<file path="config.mk">
export PLATFORM = sky130hd
export DESIGN_NAME = sts_ctrl
export DESIGN_NICKNAME = d
export VERILOG_FILES = /design/src/rtl/sts_pkg.sv /design/src/rtl/sts_ctrl.sv
export SDC_FILE = /design/constraint.sdc
export NUM_CORES = 1
export LEC_CHECK = 0
export BUFFER_PORTS_ARGS = -buffer_cell sky130_fd_sc_hd__buf_2
export CAP_MARGIN = 20
export CORE_AREA = 2 2 69 71
export CTS_CLUSTER_SIZE = 10
export DETAILED_ROUTE_END_ITERATION = 8
export DIE_AREA = 0 0 71 73
export HOLD_SLACK_MARGIN = 0.06
export PLACE_DENSITY = 0.65
export SLEW_MARGIN = 20
export SYNTH_ARGS = -nofsm -noshare
export SYNTH_HDL_FRONTEND = slang
export SYNTH_SLANG_ARGS = --single-unit
</file>
<file path="constraint.sdc">
create_clock -name clk -period 3 [get_ports clk]
set_input_delay 0.75 -clock clk [delete_from_list [all_inputs] [get_ports clk]]
set_output_delay 0.75 -clock clk [all_outputs]
set_load 0.05 [all_outputs]
</file>
<file path="src/rtl/sts_pkg.sv">
// Shared types and constants for the self-organizing map training block.
// Holds the payload structs, action codes and the controller/datapath command
// types. No dependencies.
`timescale 1ns / 1ps
`default_nettype none
package sts_pkg;

    localparam int NUM_UNITS    = 16;
    localparam int NUM_FEATURES = 4;
    localparam int NUM_CLASSES  = 4;
    localparam int VALUE_W      = 16;
    localparam int COUNT_W      = 16;

    localparam int UNIT_W    = 4;
    localparam int FEAT_W    = 2;
    localparam int CLASS_W   = 2;
    localparam int EPOCH_W   = 16;
    localparam int WADDR_W   = 6;
    localparam int CADDR_W   = 6;
    localparam int WDEPTH    = NUM_UNITS * NUM_FEATURES;
    localparam int CDEPTH    = NUM_UNITS * NUM_CLASSES;

    // Arithmetic widths.
    localparam int SQ_W      = 2 * (VALUE_W + 1);
    localparam int ROOT_W    = SQ_W / 2;
    localparam int DIST_W    = 18;
    localparam int DIV_NUM_W = 34;
    localparam int DIV_DEN_W = 33;
    localparam int EXP_X_W   = 17;
    localparam int EXP_Y_W   = 18;
    localparam int EXP_W     = 17;
    localparam int RATE_W    = 15;
    localparam int RADIUS_W  = 16;
    localparam int LOG2E_Q15 = 47274;

    // Configuration register indexes.
    localparam logic [1:0] REG_LEARNING_RATE   = 2'd0;
    localparam logic [1:0] REG_NEIGHBOR_RADIUS = 2'd1;
    localparam logic [1:0] REG_EPOCH_LIMIT     = 2'd2;

    localparam logic [RATE_W-1:0]   LEARNING_RATE_RESET   = 15'd3277;
    localparam logic [RADIUS_W-1:0] NEIGHBOR_RADIUS_RESET = 16'd256;
    localparam logic [EPOCH_W-1:0]  EPOCH_LIMIT_RESET     = 16'd100;

    // Result kinds.
    localparam logic RES_TRAIN = 1'b0;
    localparam logic RES_READ  = 1'b1;

    typedef enum logic [1:0] {
        ACT_LOAD   = 2'd0,
        ACT_SAMPLE = 2'd1,
        ACT_CLEAR  = 2'd2,
        ACT_READ   = 2'd3
    } action_t;

    typedef struct packed {
        action_t                    action;
        logic [UNIT_W-1:0]          unit_index;
        logic [FEAT_W-1:0]          element_index;
        logic signed [VALUE_W-1:0]  element_value;
        logic [CLASS_W-1:0]         sample_class;
        logic [EPOCH_W-1:0]         epoch;
    } in_item_t;

    typedef struct packed {
        logic                       result_kind;
        logic [UNIT_W-1:0]          winner_index;
        logic [DIST_W-1:0]          winner_distance;
        logic [COUNT_W-1:0]         class_count;
    } out_item_t;

    typedef enum logic [4:0] {
        OP_NONE,
        OP_INIT,
        OP_EXP_Y,
        OP_EXP_V,
        OP_RATE,
        OP_MFACT,
        OP_ACC_S,
        OP_ACC_B,
        OP_BEST,
        OP_BW,
        OP_CNT,
        OP_CNT_READ,
        OP_SQRT_BEST,
        OP_SQRT_ACC,
        OP_WDIST,
        OP_DIV_DIST,
        OP_WRITE_W,
        OP_OUT_TRAIN,
        OP_OUT_READ
    } dp_op_t;

    typedef struct packed {
        dp_op_t              op;
        logic                accept;
        logic                first;
        logic                flag;
        logic [FEAT_W-1:0]   feat;
        logic [UNIT_W-1:0]   unit;
        logic [WADDR_W-1:0]  w_addr;
        logic [CADDR_W-1:0]  c_addr;
    } dp_cmd_t;

    typedef struct packed {
        logic div_busy;
        logic sqrt_busy;
        logic better;
    } dp_status_t;

endpackage
`default_nettype wire

</file>
<file path="src/rtl/sts_ctrl.sv">
// Controller: sequences item handling and the two passes of a training step
// over the units, and owns the handshake state. Depends on sts_pkg.
`timescale 1ns / 1ps
`default_nettype none
module sts_ctrl (
    input  wire logic clk,
    input  wire logic rst_n,
    input  wire logic in_valid,
    output logic in_stall,
    input  wire sts_pkg::in_item_t in_item,
    output logic out_valid,
    input  wire logic out_stall,
    input  wire sts_pkg::dp_status_t status,
    output sts_pkg::dp_cmd_t cmd
);
    import sts_pkg::*;

    typedef enum logic [4:0] {
        ST_IDLE,
        ST_READ_WAIT,
        ST_READ_OUT,
        ST_INIT,
        ST_EP_DIV,
        ST_EP_Y,
        ST_EP_V,
        ST_RATE,
        ST_P1_RD,
        ST_P1_ACC,
        ST_P1_CMP,
        ST_CNT_RD,
        ST_CNT_WR,
        ST_BW_RD,
        ST_BW_CAP,
        ST_WSQ_GO,
        ST_WSQ_WAIT,
        ST_P2_RD,
        ST_P2_ACC,
        ST_P2_SQ_GO,
        ST_P2_SQ_WAIT,
        ST_P2_DIV_WAIT,
        ST_P2_Y,
        ST_P2_V,
        ST_P2_M,
        ST_P2_WR,
        ST_TRAIN_OUT
    } state_t;

    function automatic logic [WADDR_W-1:0] w_addr_of(input logic [UNIT_W-1:0] u,
                                                     input logic [FEAT_W-1:0] f);
        return WADDR_W'(u) * WADDR_W'(NUM_FEATURES) + WADDR_W'(f);
    endfunction

    function automatic logic [CADDR_W-1:0] c_addr_of(input logic [UNIT_W-1:0] u,
                                                     input logic [CLASS_W-1:0] c);
        return CADDR_W'(u) * CADDR_W'(NUM_CLASSES) + CADDR_W'(c);
    endfunction

    state_t             state_reg, state_next;
    logic [UNIT_W-1:0]  u_reg, u_next;
    logic [FEAT_W-1:0]  f_reg, f_next;
    logic [UNIT_W-1:0]  bmu_reg, bmu_next;
    logic [CLASS_W-1:0] cls_reg, cls_next;
    logic               rd_ok_reg, rd_ok_next;
    logic               out_valid_reg, out_valid_next;
    logic               out_free;
    logic               last_feat;
    logic               last_unit;
    logic               cls_ok;

    assign out_free  = !out_valid_reg || !out_stall;
    assign last_feat = int'(f_reg) == NUM_FEATURES - 1;
    assign last_unit = int'(u_reg) == NUM_UNITS - 1;
    assign cls_ok    = int'(cls_reg) < NUM_CLASSES;

    always_comb
    begin
        state_next     = state_reg;
        u_next         = u_reg;
        f_next         = f_reg;
        bmu_next       = bmu_reg;
        cls_next       = cls_reg;
        rd_ok_next     = rd_ok_reg;
        out_valid_next = out_valid_reg && out_stall;

        cmd        = '0;
        cmd.op     = OP_NONE;
        cmd.feat   = f_reg;
        cmd.unit   = bmu_reg;
        cmd.first  = f_reg == '0;
        cmd.w_addr = w_addr_of(u_reg, f_reg);
        cmd.c_addr = c_addr_of(bmu_reg, cls_reg);

        unique case (state_reg)
            ST_IDLE:
            begin
                cmd.accept = in_valid;
                cmd.c_addr = c_addr_of(in_item.unit_index, in_item.element_index);
                if (in_valid)
                begin
                    unique case (in_item.action)
                        ACT_SAMPLE:
                        begin
                            if (int'(in_item.element_index) == NUM_FEATURES - 1)
                            begin
                                cls_next   = in_item.sample_class;
                                u_next     = '0;
                                f_next     = '0;
                                state_next = ST_INIT;
                            end
                        end
                        ACT_READ:
                        begin
                            rd_ok_next = int'(in_item.unit_index) < NUM_UNITS
                                         && int'(in_item.element_index) < NUM_CLASSES;
                            state_next = ST_READ_WAIT;
                        end
                        default:
                        begin
                        end
                    endcase
                end
            end
            ST_READ_WAIT:
            begin
                cmd.op     = OP_CNT_READ;
                cmd.flag   = rd_ok_reg;
                state_next = ST_READ_OUT;
            end
            ST_READ_OUT:
            begin
                if (out_free)
                begin
                    cmd.op         = OP_OUT_READ;
                    out_valid_next = 1'b1;
                    state_next     = ST_IDLE;
                end
            end
            ST_INIT:
            begin
                cmd.op     = OP_INIT;
                state_next = ST_EP_DIV;
            end
            ST_EP_DIV:
            begin
                if (!status.div_busy)
                begin
                    state_next = ST_EP_Y;
                end
            end
            ST_EP_Y:
            begin
                cmd.op     = OP_EXP_Y;
                state_next = ST_EP_V;
            end
            ST_EP_V:
            begin
                cmd.op     = OP_EXP_V;
                state_next = ST_RATE;
            end
            ST_RATE:
            begin
                cmd.op     = OP_RATE;
                state_next = ST_P1_RD;
            end
            ST_P1_RD:
            begin
                state_next = ST_P1_ACC;
            end
            ST_P1_ACC:
            begin
                cmd.op = OP_ACC_S;
                if (last_feat)
                begin
                    f_next     = '0;
                    state_next = ST_P1_CMP;
                end
                else
                begin
                    f_next     = f_reg + 1'b1;
                    state_next = ST_P1_RD;
                end
            end
            ST_P1_CMP:
            begin
                // Strict compare keeps the lower index on a tie.
                if (u_reg == '0 || status.better)
                begin
                    cmd.op   = OP_BEST;
                    bmu_next = u_reg;
                end
                if (last_unit)
                begin
                    u_next     = '0;
                    state_next = ST_CNT_RD;
                end
                else
                begin
                    u_next     = u_reg + 1'b1;
                    state_next = ST_P1_RD;
                end
            end
            ST_CNT_RD:
            begin
                state_next = ST_CNT_WR;
            end
            ST_CNT_WR:
            begin
                cmd.op     = OP_CNT;
                cmd.flag   = cls_ok;
                state_next = ST_BW_RD;
            end
            ST_BW_RD:
            begin
                cmd.w_addr = w_addr_of(bmu_reg, f_reg);
                state_next = ST_BW_CAP;
            end
            ST_BW_CAP:
            begin
                cmd.op = OP_BW;
                if (last_feat)
                begin
                    f_next     = '0;
                    state_next = ST_WSQ_GO;
                end
                else
                begin
                    f_next     = f_reg + 1'b1;
                    state_next = ST_BW_RD;
                end
            end
            ST_WSQ_GO:
            begin
                cmd.op     = OP_SQRT_BEST;
                state_next = ST_WSQ_WAIT;
            end
            ST_WSQ_WAIT:
            begin
                if (!status.sqrt_busy)
                begin
                    cmd.op     = OP_WDIST;
                    state_next = ST_P2_RD;
                end
            end
            ST_P2_RD:
            begin
                state_next = ST_P2_ACC;
            end
            ST_P2_ACC:
            begin
                cmd.op = OP_ACC_B;
                if (last_feat)
                begin
                    f_next     = '0;
                    state_next = ST_P2_SQ_GO;
                end
                else
                begin
                    f_next     = f_reg + 1'b1;
                    state_next = ST_P2_RD;
                end
            end
            ST_P2_SQ_GO:
            begin
                cmd.op     = OP_SQRT_ACC;
                state_next = ST_P2_SQ_WAIT;
            end
            ST_P2_SQ_WAIT:
            begin
                if (!status.sqrt_busy)
                begin
                    cmd.op     = OP_DIV_DIST;
                    state_next = ST_P2_DIV_WAIT;
                end
            end
            ST_P2_DIV_WAIT:
            begin
                if (!status.div_busy)
                begin
                    state_next = ST_P2_Y;
                end
            end
            ST_P2_Y:
            begin
                cmd.op     = OP_EXP_Y;
                state_next = ST_P2_V;
            end
            ST_P2_V:
            begin
                cmd.op     = OP_EXP_V;
                state_next = ST_P2_M;
            end
            ST_P2_M:
            begin
                cmd.op     = OP_MFACT;
                state_next = ST_P2_WR;
            end
            ST_P2_WR:
            begin
                cmd.op = OP_WRITE_W;
                if (last_feat)
                begin
                    f_next = '0;
                    if (last_unit)
                    begin
                        u_next     = '0;
                        state_next = ST_TRAIN_OUT;
                    end
                    else
                    begin
                        u_next     = u_reg + 1'b1;
                        state_next = ST_P2_RD;
                    end
                end
                else
                begin
                    f_next = f_reg + 1'b1;
                end
            end
            ST_TRAIN_OUT:
            begin
                if (out_free)
                begin
                    cmd.op         = OP_OUT_TRAIN;
                    out_valid_next = 1'b1;
                    state_next     = ST_IDLE;
                end
            end
            default:
            begin
                state_next = ST_IDLE;
            end
        endcase
    end

    always_ff @(posedge clk or negedge rst_n)
    begin
        if (!rst_n)
        begin
            state_reg     <= ST_IDLE;
            u_reg         <= '0;
            f_reg         <= '0;
            bmu_reg       <= '0;
            cls_reg       <= '0;
            rd_ok_reg     <= 1'b0;
            out_valid_reg <= 1'b0;
        end
        else
        begin
            state_reg     <= state_next;
            u_reg         <= u_next;
            f_reg         <= f_next;
            bmu_reg       <= bmu_next;
            cls_reg       <= cls_next;
            rd_ok_reg     <= rd_ok_next;
            out_valid_reg <= out_valid_next;
        end
    end

    assign in_stall  = state_reg != ST_IDLE;
    assign out_valid = out_valid_reg;
endmodule
`default_nettype wire

</file>
; Yosys cells after proc, flatten, opt, wreduce, memory -nomap -nowiden
; Cells that the tools add are included.
[classes]
add_sub_neg = 6
eq_ne = 42
n_mux = 38
reduce_logical = 21
[ops]
columns = operator, count
row1 = one-hot mux 5 bit (26 select lines), 1
row2 = one-hot mux 5 bit (18 select lines), 1
row3 = equality test 5 bit (second input constant), 11
row4 = 2-to-1 mux 5 bit, 10
row5 = equality test 5 x 4 -> 1 bit (second input constant), 8
row6 = 2-to-1 mux 4 bit, 9
row7 = adder 6 x 2 -> 6 bit, 4
row8 = equality test 5 x 3 -> 1 bit (second input constant), 4
row9 = 2-to-1 mux 2 bit, 8
row10 = inequality test 2 bit (second input constant), 7
row11 = 2-to-1 mux 6 bit, 2
row12 = one-hot mux 4 bit (3 select lines), 1
row13 = equality test 5 x 2 -> 1 bit (second input constant), 2
row14 = one-hot mux 5 bit (2 select lines), 1
row15 = AND reduction 9 bit, 1
row16 = AND reduction 4 bit, 2
row17 = equality test 2 x 1 -> 1 bit (second input constant), 3
row18 = OR reduction 2 bit, 3
row19 = equality test 5 x 1 -> 1 bit (second input constant), 1
row20 = logical NOT 5 bit, 1
row21 = AND reduction 5 bit, 1
row22 = nonzero test 5 bit, 1
row23 = adder 4 x 1 -> 4 bit (second input constant), 1
row24 = equality test 4 x 1 -> 1 bit (second input constant), 1
row25 = other kinds (18), 23
[totals]
out_inout_bits = 28
register_bits = 19
word_cells = 114

; Logic depth before layout (Yosys ltp)
[depth]
depth_word = 5
ltp_mapped = 8

; Least setup slack after synthesis
; No wires, ideal clock.
[synth_path]
path_type = reg-to-output
from = reg state_reg[2]
to = out cmd[24] in the netlist's numbering
required_time_ns = 2.250
path_slack_ns = -0.509
stages_incl_launch_ff = 5
arrival_time_ns = 2.759
n_path_buf = 2
path_cell_list = dfrtp_1 buf_4 clkbuf_1 nand2_1 o311ai_0
[synth_rtl]
columns = item, line_no
row1 = start: declaration, sts_ctrl.sv:58  ; state_t state_reg, state_next;
row2 = start signal: assignment, sts_ctrl.sv:349  ; state_reg <= state_next;
row3 = end: declaration, sts_ctrl.sv:14  ; output sts_pkg::dp_cmd_t cmd

==> results.tsv <==
stage	metric	value	unit
status	status	completed	
global_routing	grt ovf	0	
setup_path	Worst setup EP type	output port	
synth	synthesis-stage register bit count	19	
clock_network	TritonCTS clock tree	yes	
synth	Yosys warning count	0	
finish	commonest non-fill, non-tap cell in the layout	buf_2	
setup_path	crit path capture	cmd[24]	
drt	drt first-iter violations	91	
drt	Initial DRT Pass Iterations	4	
floorplan	Die Height	73	µm
global_routing	largest net degree at the start of global routing	24	
finish	antenna diode count	0	
timing	FMAX	350.2	MHz
floorplan	io pins	77	
timing	skew final	0.002968	ns
setup_path	Crit path largest cell delay	0.55	ns
drt	Metal-1 WL	1889	µm
drt	routed wl met3	217	µm
floorplan	Row Count	25	
clock_network	post-cts sizing count	0	
global_routing	GRT Overall Usage	15.90	%
power_and_ir_drop	total design power	2.560	mW
finish	commonest non-fill, non-tap cells in the layout	44 x buf_2, 31 x nand2_1, 19 x dfrtp_1	
timing	final setup fails	0	
power_and_ir_drop	LEAKAGE	0.9828	nW
setup_path	CP bufs+invs	1	
clock_network	Worst-Skew Late Latency	0.25	ns
power_and_ir_drop	Max VDD drop	0.6136	mV
timing	period utilization	95.20	%
setup_path	critical path startpoint	state_reg[4]	
clock_network	H-tree Lvls	1	
timing	final hold vios	0	
run	Max Cap Viol	0	
floorplan	width of the die	71	µm
timing	max-slew violations	0	
clock_network	Worst-path clk slew	0.07	ns
worst_hold_path	min-delay worst type	in2async	
global_routing	number of global-route vias before repair	1413	
synth	asr flop ratio synth	100.0	%
drt	wire length per cell	13.57	µm
drt	Routed Antenna Nets	0	
drt	max layer used	met4	
timing	RSZ-0062 raised after global routing	false	
finish	max reg flops	5	
setup_path	Critical R2R Launch	state_reg[4]	
drt	met2 WL	1927	µm
synth	Post-synth EDFFs	0	
finish	P&R area growth vs syn	17.39	%
synth	Unique masters post-synth	60	
placed_design	input/output buffers	44	
floorplan	Core Region	4536	µm²
setup_path	cell-by-cell listing of the critical path	nor2_1, a21oi_1, or3_1, o311ai_1, buf_2	
setup_path	Crit Path Category	reg2out	
synth	mean post-synth cell area	8.166	µm²
timing	Worst Max-Slew Pin Slew	0.4959	ns
placed_design	DPL Wire Length	3130	µm
synth	Main synth FF type	dfrtp_1	
clock_network	hold bufs inserted after CTS	0	
synth	Post-Synthesis Cells	207	
setup_path	Crit Reg-Reg Endpoint	cls_reg[0]	
global_routing	initial antenna violation count	0	
setup_path	CP max-delay cell	dfrtp_1	
timing	Slew headroom	66.09	%
clock_network	clk sink count	19	
drt	Via density	5.538	
clock_network	Root Driver	clkbuf_8	
floorplan	initial core utilization	37.27	%
clock_network	CTS Buf Count	3	
setup_path	flop-to-flop setup slack	0.92	ns
synth	post-synthesis cell type with the largest combined area	dfrtp_1	
drt	Vias	1667	
setup_path	Crit path arrival time	2.11	ns
clock_network	# Post-CTS Setup Buffers	0	
synth	Synth area leaders	dfrtp_1 28%, nand2_1 6.9%, mux2_2 5.3%, o21ai_0 4.7%, a21oi_1 4.1%	
drt	DRC	0	
synth	area fraction of the dominant cell type after synthesis	28.13	%
timing	Final Critical Period	2.856	ns
setup_path	CP max FO	15	
setup_path	CP required	2.25	ns
finish	# nets final	301	
setup_path	Worst R2R Path Depth	6	
finish	FILL cells	449	
floorplan	Die ar.	5183	µm²
finish	share of layout cells above drive strength 1	30.36	%
clock_network	clk buf depth	2	
setup_path	Worst setup SP type	flop	
setup_path	cell depth of the worst setup path	5	
finish	Util after Layout	43.75	%
synth	Seq/Total Area, Yosys	28.13	%
drt	drt total wl	4086	µm
power_and_ir_drop	P per Cell Area	1290	nW/µm²
placed_design	Placer Congestion	0.8617	
setup_path	Crit path max-delay family	simple AND/OR/NAND/NOR gates	
timing	setup TNS	0	ns
synth	Syn Std Cell Area	1690	µm²
synth	Syn Nets	260	
global_routing	first-pass GRT wire length	6617	µm
[Yosys cell counts (all sizes together), types with 4 or more instances]
cell,instances
a21oi,15
buf,12
clkbuf,5
dfrtp,19
ha,4
inv,8
mux2,8
nand2,31
nand2b,7
nand3b,5
nor2,14
nor3,6
o21ai,17
[area by class of cell]
cell class	count	area, µm²	share of cell area (%)
Multi-Input combinational cell	162	1070	53.91
Sequential cell	19	475.5	23.96
Timing Repair Buffer	53	287.8	14.50
Tap cell	54	67.56	3.405
Clock buffer	4	45.04	2.270
Inverter	9	38.79	1.955
[cell families after synthesis]
kind of cell / Yosys count / synth area share, %
muxes: 8 / 5.330
xor gates and xnor gates: 3 / 1.555
adders and majority gates: 4 / 2.961
DFF: 19 / 28.13
and+or+nand+nor: 87 / 29.46
buffers and inverters: 26 / 8.586
AOI/OAI and AO/OA: 60 / 23.98
[report_power, final]
part / switching, mW / internal, mW / leakage (nW) / total, mW
registers: 0.131 / 0.353 / 0.248 / 0.483
logic: 1.31 / 0.595 / 0.712 / 1.90
clock network: 0.0810 / 0.0944 / 0.0228 / 0.175
[worst min path at each step]
stage | start | to | slack, ns
2_1_floorplan | rd_ok_reg | rd_ok_reg | 0.44
3_3_place_gp | rd_ok_reg | rd_ok_reg | 0.46
3_5_place_dp | rd_ok_reg | rd_ok_reg | 0.47
4_1_cts | rst_n | state_reg[2] | 0.44
5_1_grt | rst_n | state_reg[2] | 0.45
6_report | rst_n | state_reg[4] | 0.42
[per-stage QoR]
stage | area [µm²] | setup slack (ns) | cells | hold slack, ns
final | 1984 | 0.1441 | 301 | 0.4205
after global routing | 1984 | 0.03740 | 301 | 0.4545
after CTS | 1984 | 0.1572 | 301 | 0.4407
after detailed placement | 1939 | 0.3618 | 297 | 0.4688
after global placement | 1939 | 0.3446 | 297 | 0.4633
after floorplan | 1690 | 0.07832 | 207 | 0.4367
[layer usage]
metal / vias up / track usage, %
li1: 829 / -
met1: 790 / 21.29
met2: 42 / 26.17
met3: 6 / 3.867
met4: 0 / 3.564
met5: - / 0
No activity file was read; power rests on OpenSTA's default activity.
